==> config.mk <==
export PLATFORM = sky130hd
export DESIGN_NAME = sps_vui_colour_parser
export DESIGN_NICKNAME = d
export VERILOG_FILES = /design/src/rtl/core/svcp_pkg.sv /design/src/rtl/core/sps_vui_colour_parser.sv /design/src/rtl/core/svcp_bit_parser.sv
export VERILOG_INCLUDE_DIRS = /design/src /design/src/rtl/core
export SDC_FILE = /design/constraint.sdc
export NUM_CORES = 1
export LEC_CHECK = 0
export BUFFER_PORTS_ARGS = -buffer_cell sky130_fd_sc_hd__buf_4
export CORE_MARGIN = 10
export CORE_UTILIZATION = 60
export CTS_CLUSTER_SIZE = 28
export DETAILED_ROUTE_END_ITERATION = 6
export HOLD_SLACK_MARGIN = 0.12
export PLACE_DENSITY_LB_ADDON = 0.25
export SYNTH_ARGS = -nofsm -noshare
export SYNTH_HDL_FRONTEND = slang
export SYNTH_SLANG_ARGS = --single-unit
==> constraint.sdc <==
create_clock -name clk_i -period 5.1 [get_ports clk_i]
set_input_delay 1.02 -clock clk_i [delete_from_list [all_inputs] [get_ports clk_i]]
set_output_delay 1.02 -clock clk_i [all_outputs]
set_load 0.005 [all_outputs]
==> src/rtl/core/sps_vui_colour_parser_assert.svh <==
// Assertion helpers for the SPS colour reader.
`ifndef SPS_VUI_COLOUR_PARSER_ASSERT_SVH
`define SPS_VUI_COLOUR_PARSER_ASSERT_SVH

// prop must hold at every clock edge outside reset
`define SVCP_ASSERT(lbl, clk, rstn, prop, msg) \
  lbl: assert property (@(posedge clk) disable iff (!rstn) prop) else $error(msg);

// cond must never be true outside reset
`define SVCP_ASSERT_NEVER(lbl, clk, rstn, cond, msg) \
  lbl: assert property (@(posedge clk) disable iff (!rstn) !(cond)) else $error(msg);

`endif

==> src/rtl/core/svcp_pkg.sv <==
package svcp_pkg;

  localparam int StepW = 6;

  localparam logic [StepW-1:0] ST_PROFILE    = 6'd0;
  localparam logic [StepW-1:0] ST_CONSTR     = 6'd1;
  localparam logic [StepW-1:0] ST_LEVEL      = 6'd2;
  localparam logic [StepW-1:0] ST_SPS_ID     = 6'd3;
  localparam logic [StepW-1:0] ST_CHROMA     = 6'd4;
  localparam logic [StepW-1:0] ST_SEP_PLANE  = 6'd5;
  localparam logic [StepW-1:0] ST_DEPTH_L    = 6'd6;
  localparam logic [StepW-1:0] ST_DEPTH_C    = 6'd7;
  localparam logic [StepW-1:0] ST_QP_BYPASS  = 6'd8;
  localparam logic [StepW-1:0] ST_SCALING    = 6'd9;
  localparam logic [StepW-1:0] ST_LOG2_FRAME = 6'd10;
  localparam logic [StepW-1:0] ST_POC_TYPE   = 6'd11;
  localparam logic [StepW-1:0] ST_POC_LSB    = 6'd12;
  localparam logic [StepW-1:0] ST_DELTA_ZERO = 6'd13;
  localparam logic [StepW-1:0] ST_OFF_NONREF = 6'd14;
  localparam logic [StepW-1:0] ST_OFF_TB     = 6'd15;
  localparam logic [StepW-1:0] ST_POC_CYCLE  = 6'd16;
  localparam logic [StepW-1:0] ST_POC_OFF    = 6'd17;
  localparam logic [StepW-1:0] ST_MAX_REF    = 6'd18;
  localparam logic [StepW-1:0] ST_GAPS       = 6'd19;
  localparam logic [StepW-1:0] ST_WIDTH      = 6'd20;
  localparam logic [StepW-1:0] ST_HEIGHT     = 6'd21;
  localparam logic [StepW-1:0] ST_FRAME_MBS  = 6'd22;
  localparam logic [StepW-1:0] ST_MBAFF      = 6'd23;
  localparam logic [StepW-1:0] ST_DIRECT8    = 6'd24;
  localparam logic [StepW-1:0] ST_CROP_FLAG  = 6'd25;
  localparam logic [StepW-1:0] ST_CROP       = 6'd26;
  localparam logic [StepW-1:0] ST_VUI_FLAG   = 6'd27;
  localparam logic [StepW-1:0] ST_AR_FLAG    = 6'd28;
  localparam logic [StepW-1:0] ST_AR_IDC     = 6'd29;
  localparam logic [StepW-1:0] ST_SAR        = 6'd30;
  localparam logic [StepW-1:0] ST_OVS_FLAG   = 6'd31;
  localparam logic [StepW-1:0] ST_OVS_APPR   = 6'd32;
  localparam logic [StepW-1:0] ST_VST_FLAG   = 6'd33;
  localparam logic [StepW-1:0] ST_VFORMAT    = 6'd34;
  localparam logic [StepW-1:0] ST_RANGE      = 6'd35;
  localparam logic [StepW-1:0] ST_COL_FLAG   = 6'd36;
  localparam logic [StepW-1:0] ST_COLOUR     = 6'd37;
  localparam logic [StepW-1:0] ST_DONE_NOCOL = 6'd38;
  localparam logic [StepW-1:0] ST_DONE_COL   = 6'd39;

  localparam logic [4:0] NAL_TYPE_SPS = 5'd7;
  localparam logic [7:0] EPB_BYTE     = 8'h03;

  typedef struct packed {
    logic [StepW-1:0] step;
    logic             stopped;
    logic             overran;
    logic             range_seen;
    logic [23:0]      colour_codes;
  } svcp_status_t;

  // fixed field width per step; 0 marks an Exp-Golomb field
  function automatic logic [5:0] field_len(input logic [StepW-1:0] s);
    logic [5:0] r;
    unique case (s)
      ST_PROFILE, ST_CONSTR, ST_LEVEL, ST_AR_IDC: r = 6'd8;
      ST_SEP_PLANE, ST_QP_BYPASS, ST_SCALING, ST_DELTA_ZERO, ST_GAPS,
      ST_FRAME_MBS, ST_MBAFF, ST_DIRECT8, ST_CROP_FLAG, ST_VUI_FLAG,
      ST_AR_FLAG, ST_OVS_FLAG, ST_OVS_APPR, ST_VST_FLAG, ST_RANGE,
      ST_COL_FLAG: r = 6'd1;
      ST_SAR:      r = 6'd32;
      ST_VFORMAT:  r = 6'd3;
      ST_COLOUR:   r = 6'd24;
      default:     r = 6'd0;
    endcase
    return r;
  endfunction

  function automatic logic high_profile(input logic [7:0] p);
    logic r;
    case (p)
      8'd44, 8'd83, 8'd86, 8'd100, 8'd110, 8'd118, 8'd122,
      8'd128, 8'd134, 8'd135, 8'd138, 8'd139, 8'd244: r = 1'b1;
      default: r = 1'b0;
    endcase
    return r;
  endfunction

  function automatic logic [1:0] map_primaries(input logic [7:0] c);
    logic [1:0] r;
    case (c)
      8'd1:       r = 2'd1;
      8'd5, 8'd6: r = 2'd2;
      8'd9:       r = 2'd3;
      default:    r = 2'd0;
    endcase
    return r;
  endfunction

  function automatic logic [1:0] map_transfer(input logic [7:0] c);
    logic [1:0] r;
    case (c)
      8'd1, 8'd6, 8'd14, 8'd15: r = 2'd1;
      8'd5, 8'd8:               r = 2'd2;
      8'd16:                    r = 2'd3;
      default:                  r = 2'd0;
    endcase
    return r;
  endfunction

  function automatic logic [1:0] map_matrix(input logic [7:0] c);
    logic [1:0] r;
    case (c)
      8'd5, 8'd6:  r = 2'd1;
      8'd9, 8'd10: r = 2'd2;
      default:     r = 2'd0;
    endcase
    return r;
  endfunction

endpackage

==> src/rtl/core/sps_vui_colour_parser.sv <==
// Channel | Direction | Handshake             | Payload
// in      | input     | in_valid_i/in_ready_o | data_byte_i, last_byte_i
// out     | output    | out_valid_o/out_ready_i | colour_present_o, full_range_o,
//         |           |                       | primaries_kind_o, transfer_kind_o,
//         |           |                       | matrix_kind_o
// cfg     | input     | cfg_we_i              | cfg_data_i (codec_is_h264)
//
// Each payload byte is accepted, then walked through the bit-serial SPS walker
// (one bit per cycle from the byte shift register), then finished in a wrap-up
// cycle; no new byte is taken until then. Header and dropped emulation-prevention
// bytes skip the walk (accept plus wrap-up).
// The last byte of a NAL loads the result register in its wrap-up cycle; if the
// previous result is still waiting there the block holds until it is taken.
// Reset clears all per-NAL control state but not the result payload; codec_is_h264 resets to 1.
`include "sps_vui_colour_parser_assert.svh"

module sps_vui_colour_parser import svcp_pkg::*; (
  input  logic       clk_i,
  input  logic       rst_ni,
  input  logic       cfg_we_i,
  input  logic       cfg_data_i,
  input  logic       in_valid_i,
  output logic       in_ready_o,
  input  logic [7:0] data_byte_i,
  input  logic       last_byte_i,
  output logic       out_valid_o,
  input  logic       out_ready_i,
  output logic       colour_present_o,
  output logic       full_range_o,
  output logic [1:0] primaries_kind_o,
  output logic [1:0] transfer_kind_o,
  output logic [1:0] matrix_kind_o
);

  logic       codec_q;
  logic [2:0] raw_cnt_q, raw_cnt_d;
  logic [1:0] zrun_q, zrun_d;
  logic [7:0] sh_q, sh_d;
  logic [3:0] bcnt_q, bcnt_d;
  logic       busy_q, busy_d;
  logic       last_q, last_d;
  logic       ov_q, ov_d;
  logic       cp_q, cp_d, fr_q, fr_d;
  logic [1:0] pk_q, pk_d, tk_q, tk_d, mk_q, mk_d;

  logic         in_acc;
  logic         hdr_stop;
  logic         emit;
  logic         nal_ok;
  svcp_status_t st;

  assign in_ready_o = !busy_q;
  assign in_acc     = in_valid_i && in_ready_o;

  // wrap-up: all bits walked, last byte needs a free result slot
  assign emit = busy_q && (bcnt_q == 4'd0) && last_q && (!ov_q || out_ready_i);

  assign nal_ok = codec_q && (raw_cnt_q == 3'd4) && !st.stopped && !st.overran &&
                  (st.step >= ST_AR_FLAG);

  always_comb begin
    raw_cnt_d = raw_cnt_q; zrun_d = zrun_q; sh_d = sh_q; bcnt_d = bcnt_q;
    busy_d = busy_q; last_d = last_q; ov_d = ov_q;
    cp_d = cp_q; fr_d = fr_q; pk_d = pk_q; tk_d = tk_q; mk_d = mk_q;
    hdr_stop = 1'b0;

    if (ov_q && out_ready_i) ov_d = 1'b0;

    if (in_acc) begin
      busy_d = 1'b1;
      last_d = last_byte_i;
      sh_d   = data_byte_i;
      bcnt_d = 4'd0;
      if (raw_cnt_q == 3'd0) begin
        hdr_stop = (data_byte_i[4:0] != NAL_TYPE_SPS);
      end else if (zrun_q == 2'd2 && data_byte_i == EPB_BYTE) begin
        zrun_d = 2'd0;
      end else begin
        if (data_byte_i == 8'd0) zrun_d = (zrun_q == 2'd2) ? 2'd2 : zrun_q + 2'd1;
        else zrun_d = 2'd0;
        bcnt_d = 4'd8;
      end
      if (raw_cnt_q != 3'd4) raw_cnt_d = raw_cnt_q + 3'd1;
    end else if (busy_q) begin
      if (bcnt_q != 4'd0) begin
        sh_d   = {sh_q[6:0], 1'b0};
        bcnt_d = bcnt_q - 4'd1;
      end else if (!last_q) begin
        busy_d = 1'b0;
      end else if (emit) begin
        busy_d    = 1'b0;
        ov_d      = 1'b1;
        raw_cnt_d = 3'd0;
        zrun_d    = 2'd0;
        cp_d = 1'b0; fr_d = 1'b0; pk_d = 2'd0; tk_d = 2'd0; mk_d = 2'd0;
        if (nal_ok) begin
          fr_d = st.range_seen;
          if (st.step == ST_DONE_COL) begin
            cp_d = 1'b1;
            pk_d = map_primaries(st.colour_codes[23:16]);
            tk_d = map_transfer(st.colour_codes[15:8]);
            mk_d = map_matrix(st.colour_codes[7:0]);
          end
        end
      end
    end
  end

  svcp_bit_parser u_parser (
    .clk_i    (clk_i),
    .rst_ni   (rst_ni),
    .clear_i  (emit),
    .stop_i   (hdr_stop),
    .bit_en_i (busy_q && bcnt_q != 4'd0),
    .bit_i    (sh_q[7]),
    .status_o (st)
  );

  always_ff @(posedge clk_i or negedge rst_ni) begin
    if (!rst_ni) begin
      codec_q   <= 1'b1;
      raw_cnt_q <= '0;
      zrun_q    <= '0;
      bcnt_q    <= '0;
      busy_q    <= 1'b0;
      last_q    <= 1'b0;
      ov_q      <= 1'b0;
    end else begin
      if (cfg_we_i) codec_q <= cfg_data_i;
      raw_cnt_q <= raw_cnt_d;
      zrun_q    <= zrun_d;
      bcnt_q    <= bcnt_d;
      busy_q    <= busy_d;
      last_q    <= last_d;
      ov_q      <= ov_d;
    end
  end

  // result payload, no reset needed
  always_ff @(posedge clk_i) begin
    sh_q <= sh_d;
    cp_q <= cp_d;
    fr_q <= fr_d;
    pk_q <= pk_d;
    tk_q <= tk_d;
    mk_q <= mk_d;
  end

  assign out_valid_o      = ov_q;
  assign colour_present_o = cp_q;
  assign full_range_o     = fr_q;
  assign primaries_kind_o = pk_q;
  assign transfer_kind_o  = tk_q;
  assign matrix_kind_o    = mk_q;

  `SVCP_ASSERT(a_clear_after_emit, clk_i, rst_ni, emit |=> (st.step == ST_PROFILE && !st.stopped && !st.overran), "parser not cleared after result")
  `SVCP_ASSERT_NEVER(a_bits_when_idle, clk_i, rst_ni, (bcnt_q != 4'd0) && !busy_q, "bit counter running while idle")
  `SVCP_ASSERT(a_result_from_last, clk_i, rst_ni, $rose(out_valid_o) |-> $past(busy_q && last_q), "result without a last byte")

endmodule

==> src/rtl/core/svcp_bit_parser.sv <==
// Walks the SPS syntax one bit per cycle while bit_en_i is high.
module svcp_bit_parser import svcp_pkg::*; (
  input  logic         clk_i,
  input  logic         rst_ni,
  input  logic         clear_i,
  input  logic         stop_i,
  input  logic         bit_en_i,
  input  logic         bit_i,
  output svcp_status_t status_o
);

  logic [StepW-1:0] step_q, step_d;
  logic [31:0]      fs_q, fs_d;
  logic [5:0]       bl_q, bl_d;
  logic [5:0]       lz_q, lz_d;
  logic [31:0]      skip_q, skip_d;
  logic [7:0]       prof_q, prof_d;
  logic             stop_q, stop_d;
  logic             ovr_q, ovr_d;
  logic             rng_q, rng_d;
  logic [23:0]      col_q, col_d;

  logic [5:0]       flen;
  logic             eg;
  logic [31:0]      fs_n;
  logic [5:0]       bl_n;
  logic [31:0]      val;
  logic             fin;
  logic             go;
  logic [StepW-1:0] nxt;
  logic [31:0]      sk_dec;

  always_comb begin
    step_d = step_q; fs_d = fs_q; bl_d = bl_q; lz_d = lz_q; skip_d = skip_q;
    prof_d = prof_q; stop_d = stop_q; ovr_d = ovr_q; rng_d = rng_q; col_d = col_q;
    flen   = field_len(step_q);
    eg     = (flen == 6'd0);
    fs_n   = {fs_q[30:0], bit_i};
    bl_n   = bl_q - 6'd1;
    val    = '0;
    fin    = 1'b0;
    go     = 1'b0;
    nxt    = step_q;
    sk_dec = skip_q - 32'd1;
    if (clear_i) begin
      step_d = ST_PROFILE; fs_d = '0; bl_d = field_len(ST_PROFILE); lz_d = '0;
      skip_d = '0; prof_d = '0; stop_d = 1'b0; ovr_d = 1'b0; rng_d = 1'b0;
      col_d = '0;
    end else begin
      if (stop_i) stop_d = 1'b1;
      if (bit_en_i && step_q < ST_DONE_NOCOL && !stop_q && !ovr_q) begin
        if (!eg || bl_q != 6'd0) begin
          fs_d = fs_n;
          bl_d = bl_n;
          if (bl_n == 6'd0) begin
            fin = 1'b1;
            // suffix register starts at one, so code value is fs - 1
            val = eg ? fs_n - 32'd1 : fs_n;
          end
        end else if (!bit_i) begin
          lz_d = lz_q + 6'd1;
          if (lz_q == 6'd31) ovr_d = 1'b1;
        end else if (lz_q == 6'd0) begin
          fin = 1'b1;
        end else begin
          bl_d = lz_q;
          fs_d = 32'd1;
        end
      end
      if (fin) begin
        go = 1'b1;
        unique case (step_q)
          ST_PROFILE:    begin prof_d = val[7:0]; nxt = ST_CONSTR; end
          ST_CONSTR:     nxt = ST_LEVEL;
          ST_LEVEL:      nxt = ST_SPS_ID;
          ST_SPS_ID:     nxt = high_profile(prof_q) ? ST_CHROMA : ST_LOG2_FRAME;
          ST_CHROMA:     nxt = (val == 32'd3) ? ST_SEP_PLANE : ST_DEPTH_L;
          ST_SEP_PLANE:  nxt = ST_DEPTH_L;
          ST_DEPTH_L:    nxt = ST_DEPTH_C;
          ST_DEPTH_C:    nxt = ST_QP_BYPASS;
          ST_QP_BYPASS:  nxt = ST_SCALING;
          ST_SCALING: begin
            if (val[0]) begin
              stop_d = 1'b1; go = 1'b0;
            end else begin
              nxt = ST_LOG2_FRAME;
            end
          end
          ST_LOG2_FRAME: nxt = ST_POC_TYPE;
          ST_POC_TYPE: begin
            if (val == 32'd0) nxt = ST_POC_LSB;
            else if (val == 32'd1) nxt = ST_DELTA_ZERO;
            else nxt = ST_MAX_REF;
          end
          ST_POC_LSB:    nxt = ST_MAX_REF;
          ST_DELTA_ZERO: nxt = ST_OFF_NONREF;
          ST_OFF_NONREF: nxt = ST_OFF_TB;
          ST_OFF_TB:     nxt = ST_POC_CYCLE;
          ST_POC_CYCLE: begin
            skip_d = val;
            nxt = (val != 32'd0) ? ST_POC_OFF : ST_MAX_REF;
          end
          ST_POC_OFF: begin
            skip_d = sk_dec;
            nxt = (sk_dec != 32'd0) ? ST_POC_OFF : ST_MAX_REF;
          end
          ST_MAX_REF:    nxt = ST_GAPS;
          ST_GAPS:       nxt = ST_WIDTH;
          ST_WIDTH:      nxt = ST_HEIGHT;
          ST_HEIGHT:     nxt = ST_FRAME_MBS;
          ST_FRAME_MBS:  nxt = val[0] ? ST_DIRECT8 : ST_MBAFF;
          ST_MBAFF:      nxt = ST_DIRECT8;
          ST_DIRECT8:    nxt = ST_CROP_FLAG;
          ST_CROP_FLAG: begin
            if (val[0]) begin
              skip_d = 32'd4; nxt = ST_CROP;
            end else begin
              nxt = ST_VUI_FLAG;
            end
          end
          ST_CROP: begin
            skip_d = sk_dec;
            nxt = (sk_dec != 32'd0) ? ST_CROP : ST_VUI_FLAG;
          end
          ST_VUI_FLAG: begin
            if (val[0]) begin
              nxt = ST_AR_FLAG;
            end else begin
              stop_d = 1'b1; go = 1'b0;
            end
          end
          ST_AR_FLAG:    nxt = val[0] ? ST_AR_IDC : ST_OVS_FLAG;
          ST_AR_IDC:     nxt = (val[7:0] == 8'd255) ? ST_SAR : ST_OVS_FLAG;
          ST_SAR:        nxt = ST_OVS_FLAG;
          ST_OVS_FLAG:   nxt = val[0] ? ST_OVS_APPR : ST_VST_FLAG;
          ST_OVS_APPR:   nxt = ST_VST_FLAG;
          ST_VST_FLAG:   nxt = val[0] ? ST_VFORMAT : ST_DONE_NOCOL;
          ST_VFORMAT:    nxt = ST_RANGE;
          ST_RANGE:      begin rng_d = val[0]; nxt = ST_COL_FLAG; end
          ST_COL_FLAG:   nxt = val[0] ? ST_COLOUR : ST_DONE_NOCOL;
          ST_COLOUR:     begin col_d = val[23:0]; nxt = ST_DONE_COL; end
          default:       go = 1'b0;
        endcase
      end
      if (go) begin
        step_d = nxt;
        fs_d   = '0;
        lz_d   = '0;
        bl_d   = field_len(nxt);
      end
    end
  end

  always_ff @(posedge clk_i or negedge rst_ni) begin
    if (!rst_ni) begin
      step_q <= ST_PROFILE;
      fs_q   <= '0;
      bl_q   <= field_len(ST_PROFILE);
      lz_q   <= '0;
      skip_q <= '0;
      prof_q <= '0;
      stop_q <= 1'b0;
      ovr_q  <= 1'b0;
      rng_q  <= 1'b0;
      col_q  <= '0;
    end else begin
      step_q <= step_d;
      fs_q   <= fs_d;
      bl_q   <= bl_d;
      lz_q   <= lz_d;
      skip_q <= skip_d;
      prof_q <= prof_d;
      stop_q <= stop_d;
      ovr_q  <= ovr_d;
      rng_q  <= rng_d;
      col_q  <= col_d;
    end
  end

  assign status_o.step         = step_q;
  assign status_o.stopped      = stop_q;
  assign status_o.overran      = ovr_q;
  assign status_o.range_seen   = rng_q;
  assign status_o.colour_codes = col_q;

endmodule
# [Yosys cells after proc, flatten, opt, wreduce, memory -nomap -nowiden]
# Memories as Yosys holds them, arrays and structs flattened.
# Cells that the tools add are included.
[totals] regBits=145 rom_bits=640 inputBits=15 out_inout_bits=10 wordCells=309 n_memories=2
[memory_table] memory="(no name shown)" depth=64 word_bits=5 rd=1 rd_ports_with_merged_regs=0 write_ports=0 line="svcp_pkg.sv:60" source="unique case (s)"
[memory_table] memory="(no name shown)" depth=64 word_bits=5 rd=1 rd_ports_with_merged_regs=0 write_ports=0 line="svcp_pkg.sv:60"
[classes] add_sub_neg=7 n_lt_le_gt_ge=2 eq_ne=84 n_mux=122 n_bitwise=2 reduce_logical=67
[op_table] op="$mux 32" count=8
[op_table] op="$pmux 6 s38" count=1
[op_table] op="$mux 31" count=6
[op_table] op="$mux 6" count=18
[op_table] op="$eq 6x5->1 const B" count=17
[op_table] op="$pmux 32 s3" count=1
[op_table] op="$mux 24" count=3
[op_table] op="$reduce_bool 32->1" count=2
[op_table] op="$sub 32x1->32 const B" count=2
[op_table] op="$eq 8x8->1 const B" count=7
[op_table] op="$eq 6x4->1 const B" count=8
[op_table] op="$eq 8x3->1 const B" count=6
[op_table] op="$eq 8x4->1 const B" count=6
[op_table] op="$eq 8x7->1 const B" count=6
[op_table] op="$mux 8" count=6
[op_table] op="$mux 1" count=45
[op_table] op="$eq 6x6->1 const B" count=7
[op_table] op="$reduce_or 36->1" count=1
[op_table] op="$eq 32x1->1 const B" count=1
[op_table] op="$eq 32x2->1 const B" count=1
[op_table] op="$logic_not 32->1" count=1
[op_table] op="$mux 2" count=14
[op_table] op="$mux 4" count=7
[op_table] op="$eq 6x3->1 const B" count=4
[op_table] op="47 further kinds" count=106

# [Depth between registers and ports, before layout]
# An unclocked memory read counts as a cell.
[logic_depth] depth_word=16 depth_mapped=21

# [Modules after synthesis]
# Synthesis repeated with hierarchy kept, for this count alone.
[hier_totals] hier_cells=1308 area_unflattened_um2=10578.9
[modules_own_cells] mod="svcp_bit_parser" instances=1 cells_per_inst=1157 area_per_inst_um2=9059.9
[modules_own_cells] mod="sps_vui_colour_parser" instances=1 cells_per_inst=151 area_per_inst_um2=1519.0

# [Worst setup path after synthesis]
# OpenSTA, ideal clock, no wires.
[synth_path] kind="register -> register" startpoint="register u_parser.step_q[1]" endpoint="register u_parser.bl_q[0]" setup_time_ns=0.134 arrival_ns=4.434 t_required_ns=4.966 slack_ns=0.532 stages_incl_launch_ff=21 synth_period_minus_slack_ns=4.568 cell_sequence="dfrtp_1 clkbuf_2 inv_1 ha_1 a211o_1 o22ai_1 o32ai_4 buf_6 nor2_2 nand2_1 nor3_1 a31oi_1 nor4_1 a31oi_1 or4_1 o22ai_1 inv_1 ha_1 nor3_1 a2111oi_0 a21oi_1"
[synth_via] elab_chain_len=16
[synth_lines] item="from (decl)" line="svcp_bit_parser.sv:12" source="logic [StepW-1:0] step_q, step_d;"
[synth_lines] item="from (signal assigned)" line="svcp_bit_parser.sv:167" source="step_q <= step_d;"
[synth_lines] item="$mem_v2 64x5"
[synth_lines] item="$logic_not 6->1" line="svcp_bit_parser.sv:37" source="eg = (flen == 6'd0);"
[synth_lines] item="$mux 32 or $logic_not 1->1 (tied branches)" line="svcp_bit_parser.sv:58, svcp_bit_parser.sv:52"
[synth_lines] item="$mux 32 or $logic_or 1x1->1 (tied branches)" line="svcp_bit_parser.sv:55, svcp_bit_parser.sv:52"
[synth_lines] item="$mux 32" line="svcp_bit_parser.sv:52" source="if (!eg || bl_q != 6'd0) begin"
[synth_lines] item="$mux 32" line="svcp_bit_parser.sv:51" source="if (bit_en_i && step_q < ST_DONE_NOCOL && !stop_q && !ovr_q) begin"
[synth_lines] item="$mux 32" line="svcp_bit_parser.sv:45" source="if (clear_i) begin"
[synth_lines] item="$eq 32x1->1" line="svcp_bit_parser.sv:92" source="else if (val == 32'd1) nxt = ST_DELTA_ZERO;"
[synth_lines] item="$mux 5" line="svcp_bit_parser.sv:92"
[synth_lines] item="$mux 6" line="svcp_bit_parser.sv:91" source="if (val == 32'd0) nxt = ST_POC_LSB;"
[synth_lines] item="$pmux 6 s38" line="svcp_bit_parser.sv:72" source="unique case (step_q)"
[synth_lines] item="$mux 6" line="svcp_bit_parser.sv:70" source="if (fin) begin"
[synth_lines] item="$mux 6" line="svcp_bit_parser.sv:45"
[synth_lines] item="$mem_v2 64x5"
[synth_lines] item="$mux 6" line="svcp_bit_parser.sv:145" source="if (go) begin"
[synth_lines] item="$mux 6" line="svcp_bit_parser.sv:45"
[synth_lines] item="to (signal assigned)" line="svcp_bit_parser.sv:158" source="bl_q <= field_len(ST_PROFILE);"
[synth_lines] item="to (signal assigned)" line="svcp_bit_parser.sv:169" source="bl_q <= bl_d;"
[synth_lines] item="to (decl)" line="svcp_bit_parser.sv:14" source="logic [5:0] bl_q, bl_d;"
# Parallel ways exist; a longest one is shown, timed or not. The select of a mux whose other input is x is not followed.
# A chain may end at the register's enable or synchronous reset.

# [Worst setup path after layout]
[layout_path] startpoint="register u_parser.step_q[0]" endpoint="register u_parser.bl_q[0]"
# The elaborated chain is that of the path after synthesis.

==> impl_metrics.json <==
{
  "wl_per_cell_um": 20.13,
  "slew_viol_final": 0,
  "ys_types": 93,
  "die_w_um": 153.1,
  "setup_viol": 0,
  "insertion_delay_ns": 0.43,
  "synth-edff-count": 16,
  "ff2ff_path_depth": 20,
  "ant_nets": 0,
  "synthTopCellsByArea": "dfrtp_1 30%, nand2_1 7.2%, o21ai_0 6.3%",
  "grt_pass1_vias": 9794,
  "cts_max_level": 4,
  "endpoint_kind": "register",
  "pwr-share-seq_pct": 26.7,
  "r2r_end": "u_parser.bl_q[0]",
  "fin_nets": 1400,
  "peakVddDrop_mv": 0.5078,
  "final_layout_size_suffix_gt1_share_pct": 12.10,
  "cts_root_buffer": "clkbuf_16",
  "async_reset_ff_share_pct": 88.97,
  "drt-initial-drc-count": 1307,
  "cts_tree": "done",
  "multi_input_area_um2": 6440,
  "gp_congestion": 1.004,
  "synth-simple-area-share_pct": 31.35,
  "synth_top_flop_cell": "dfrtp_1",
  "design_area_um2": 11810,
  "synth_largest_area_cell": "dfrtp_1",
  "fin_crit_sh_pct": 92.24,
  "initial_core_util_pct": 61.25,
  "min_from": "zrun_q[0]",
  "cts.sinks": 145,
  "yosysSeqAreaShare_pct": 34.91,
  "crit_type": "reg -> reg",
  "worstSetupStartpointType": "register",
  "wirelength_um": 32140,
  "die-area_um2": 23440,
  "synth_cells": 1347,
  "pwr-share-clk_pct": 17.0,
  "clock_path_buffers": 2,
  "rows": 48,
  "switching_power_mw": 3.642,
  "synth_fa_ha_area_share_pct": 3.060,
  "worstMarginPinSlew_ns": 1.029,
  "dr.pass1.iters": 7,
  "yosysWarningCount": 0,
  "die_h_um": 153.1,
  "synth_top_area_share_pct": 29.89,
  "hold_path_class": "reg -> reg",
  "grt_max_degree": 106,
  "swShare_pct": 48.11,
  "core_um2": 17360,
  "grt_overflow": 0,
  "synthMuxAreaShare_pct": 0.6826,
  "groute.usage.overall_pct": 26.60,
  "cts_buffers": 17,
  "grt_pass1_wl_um": 52000,
  "ys_ff_latch": 145,
  "syn_nets": 1388,
  "status": "completed",
  "finalWorstSetupSlack_ns": 0.3956,
  "synth_compound_area_share_pct": 20.07,
  "placed_area_um2": 11120,
  "crit_arrival_ns": 5.06,
  "synth_top_family_by_area": "simple AND/OR/NAND/NOR gates",
  "p_leak_nw": 4.822,
  "regArea_um2": 3715,
  "synthesis.area_um2": 10630,
  "period_minus_slack_ns": 4.704,
  "antenna_cells": 0,
  "reg2reg_from": "u_parser.step_q[0]",
  "area_growth_pct": 11.12,
  "cp_max_fo": 9,
  "drc": 0,
  "avgSynthCellArea_um2": 7.893,
  "portBuffers": 24,
  "fin_skew_ns": 0.008558,
  "setup-tns-final_ns": 0,
  "hold_buffers": 0,
  "ioPinCount": 25,
  "synth_xor_area_share_pct": 4.861,
  "relSlewSlack_pct": 31.16,
  "vias_per_cell": 6.555,
  "dp_hpwl_um": 23080,
  "crit_required_ns": 5.46,
  "rsz0062_at_grt": "no",
  "fillers": 1459,
  "min_path_cells": 2,
  "fmaxAchievable_mhz": 212.6,
  "yosys.cell_count.top_type": "nand2_1",
  "ys_top_cells_by_count": "203 x nand2_1, 134 x o21ai_0, 127 x dfrtp_1",
  "num_vias": 10468,
  "post-place-ws_ns": 0.2216,
  "p_int_mw": 3.929,
  "p_comb_share_pct": 56.3,
  "antenna_found_initial": 0,
  "p_per_area_nw_per_um2": 640.9,
  "clk_pin_slew_worst_paths_ns": 0.06,
  "reg2reg_setup_slack_ns": 0.40,
  "maxCapViolCount": 0,
  "holdPathEnd": "zrun_q[0]",
  "hold_violations": 0
}
critical path, cell delays in order, from the launching register on:
cell      delay [ns]
dfrtp_2         0.45
inv_1           0.11
ha_1            0.31
mux2i_1         0.19
o22ai_2         0.14
o32ai_4         0.38
buf_4           0.25
a211oi_1        0.07
o32ai_1         0.28
nand4_1         0.22
nor4_4          0.40
nand2_1         0.15
nand2b_1        0.10
o211ai_1        0.14
o22ai_2         0.24
inv_1           0.15
ha_1            0.21
or3_1           0.37
a41oi_1         0.19
o21ai_0         0.13
a21oi_1         0.14
sequential cells by signal, summed over array words and instances, names as in the netlist, 2 cells and up:
| name | flops |
|---|---|
| u_parser.col_q | 24 |
| u_parser.prof_q | 8 |
| raw_cnt_q | 3 |
| u_parser.step_q | 6 |
| matrix_kind_o | 2 |
| zrun_q | 2 |
| u_parser.fs_q | 31 |
| u_parser.skip_q | 32 |
| transfer_kind_o | 2 |
| sh_q | 8 |
| u_parser.bl_q | 6 |
| u_parser.lz_q | 6 |
| primaries_kind_o | 2 |
| bcnt_q | 4 |
layout make-up:
class | instances | share of cell area, %
repair buffers | 82 | 5.348
clock buffers | 19 | 3.664
flip-flops and latches | 145 | 31.44
clock inverters | 13 | 1.377
inverters | 40 | 1.271
multi-input cells | 1073 | 54.51
well taps | 225 | 2.383
metrics by stage:
step / instances / total power, mW / util [%] / hold slack [ns]
final: 1597 / 7.571 / 68.07 / 0.4955
after global routing: 1597 / 8.088 / 68.07 / 0.5400
after CTS: 1591 / 7.388 / 67.52 / 0.4988
after detailed placement: 1559 / 6.081 / 64.09 / 0.4858
after global placement: 1559 / 6.025 / 64.09 / 0.4620
after floorplan: 1347 / 4.854 / - / 0.4498
metal layers:
metal / GRT usage (%) / vias to the layer above / wire length (um) / share of wire (%)
met3: 6.790 / 89 / 2848 / 8.9
met5: 0 / - / 0 / 0
li1: - / 4924 / - / -
met1: 35.84 / 4952 / 13760 / 43
met2: 40.51 / 503 / 14640 / 46
met4: 9.173 / 0 / 885 / 2.8
logic make-up (layout without fill, tap and decap cells):
group / after synthesis / after routing
xor gates and xnor gates: 59 / 59
AOI/OAI and AO/OA: 334 / 334
and+or+nand+nor: 647 / 647
muxes: 7 / 7
buffers and inverters: 129 / 154
adders and majority gates: 26 / 26
DFF: 145 / 145
placed cells by master (no fill, tap or decap), drive strengths merged, types with 34 or more instances in the layout:
cell / synthesis / routed
inv: 40 / 41
buf: 24 / 82
dfrtp: 127 / 127
xnor2: 34 / 34
nand2: 203 / 203
nor4: 35 / 35
nor2: 113 / 113
nor3: 43 / 43
o21ai: 139 / 139
nand3: 90 / 90
a21oi: 47 / 47
power by group through the flow:
stage               registers [mW]  clock network, mW  logic [mW]
detailed placement            2.02                  0        4.06
finish                        2.02               1.29        4.26
floorplan                     1.80                  0        3.05
global route                  2.08               1.35        4.65
CTS                           2.00               1.30        4.09
global placement              2.00                  0        4.02
timing repair:
action / CTS / global route
resized for setup: 0 / 13
endpoints found under the setup margin: 0 / 3
setup buffers: 0 / 6
worst max path at each step:
stage	cells after the start	slack, ns	start	end
2_1_floorplan	20	0.53	u_parser.step_q[1]	u_parser.bl_q[0]
3_3_place_gp	21	0.35	u_parser.step_q[1]	u_parser.bl_q[0]
3_5_place_dp	20	0.22	u_parser.step_q[0]	u_parser.bl_q[0]
4_1_cts	20	0.15	u_parser.step_q[0]	u_parser.bl_q[0]
5_1_grt	18	0.002	u_parser.skip_q[0]	u_parser.bl_q[0]
6_report	20	0.40	u_parser.step_q[0]	u_parser.bl_q[0]
No activity file was read; power rests on OpenSTA's default activity.
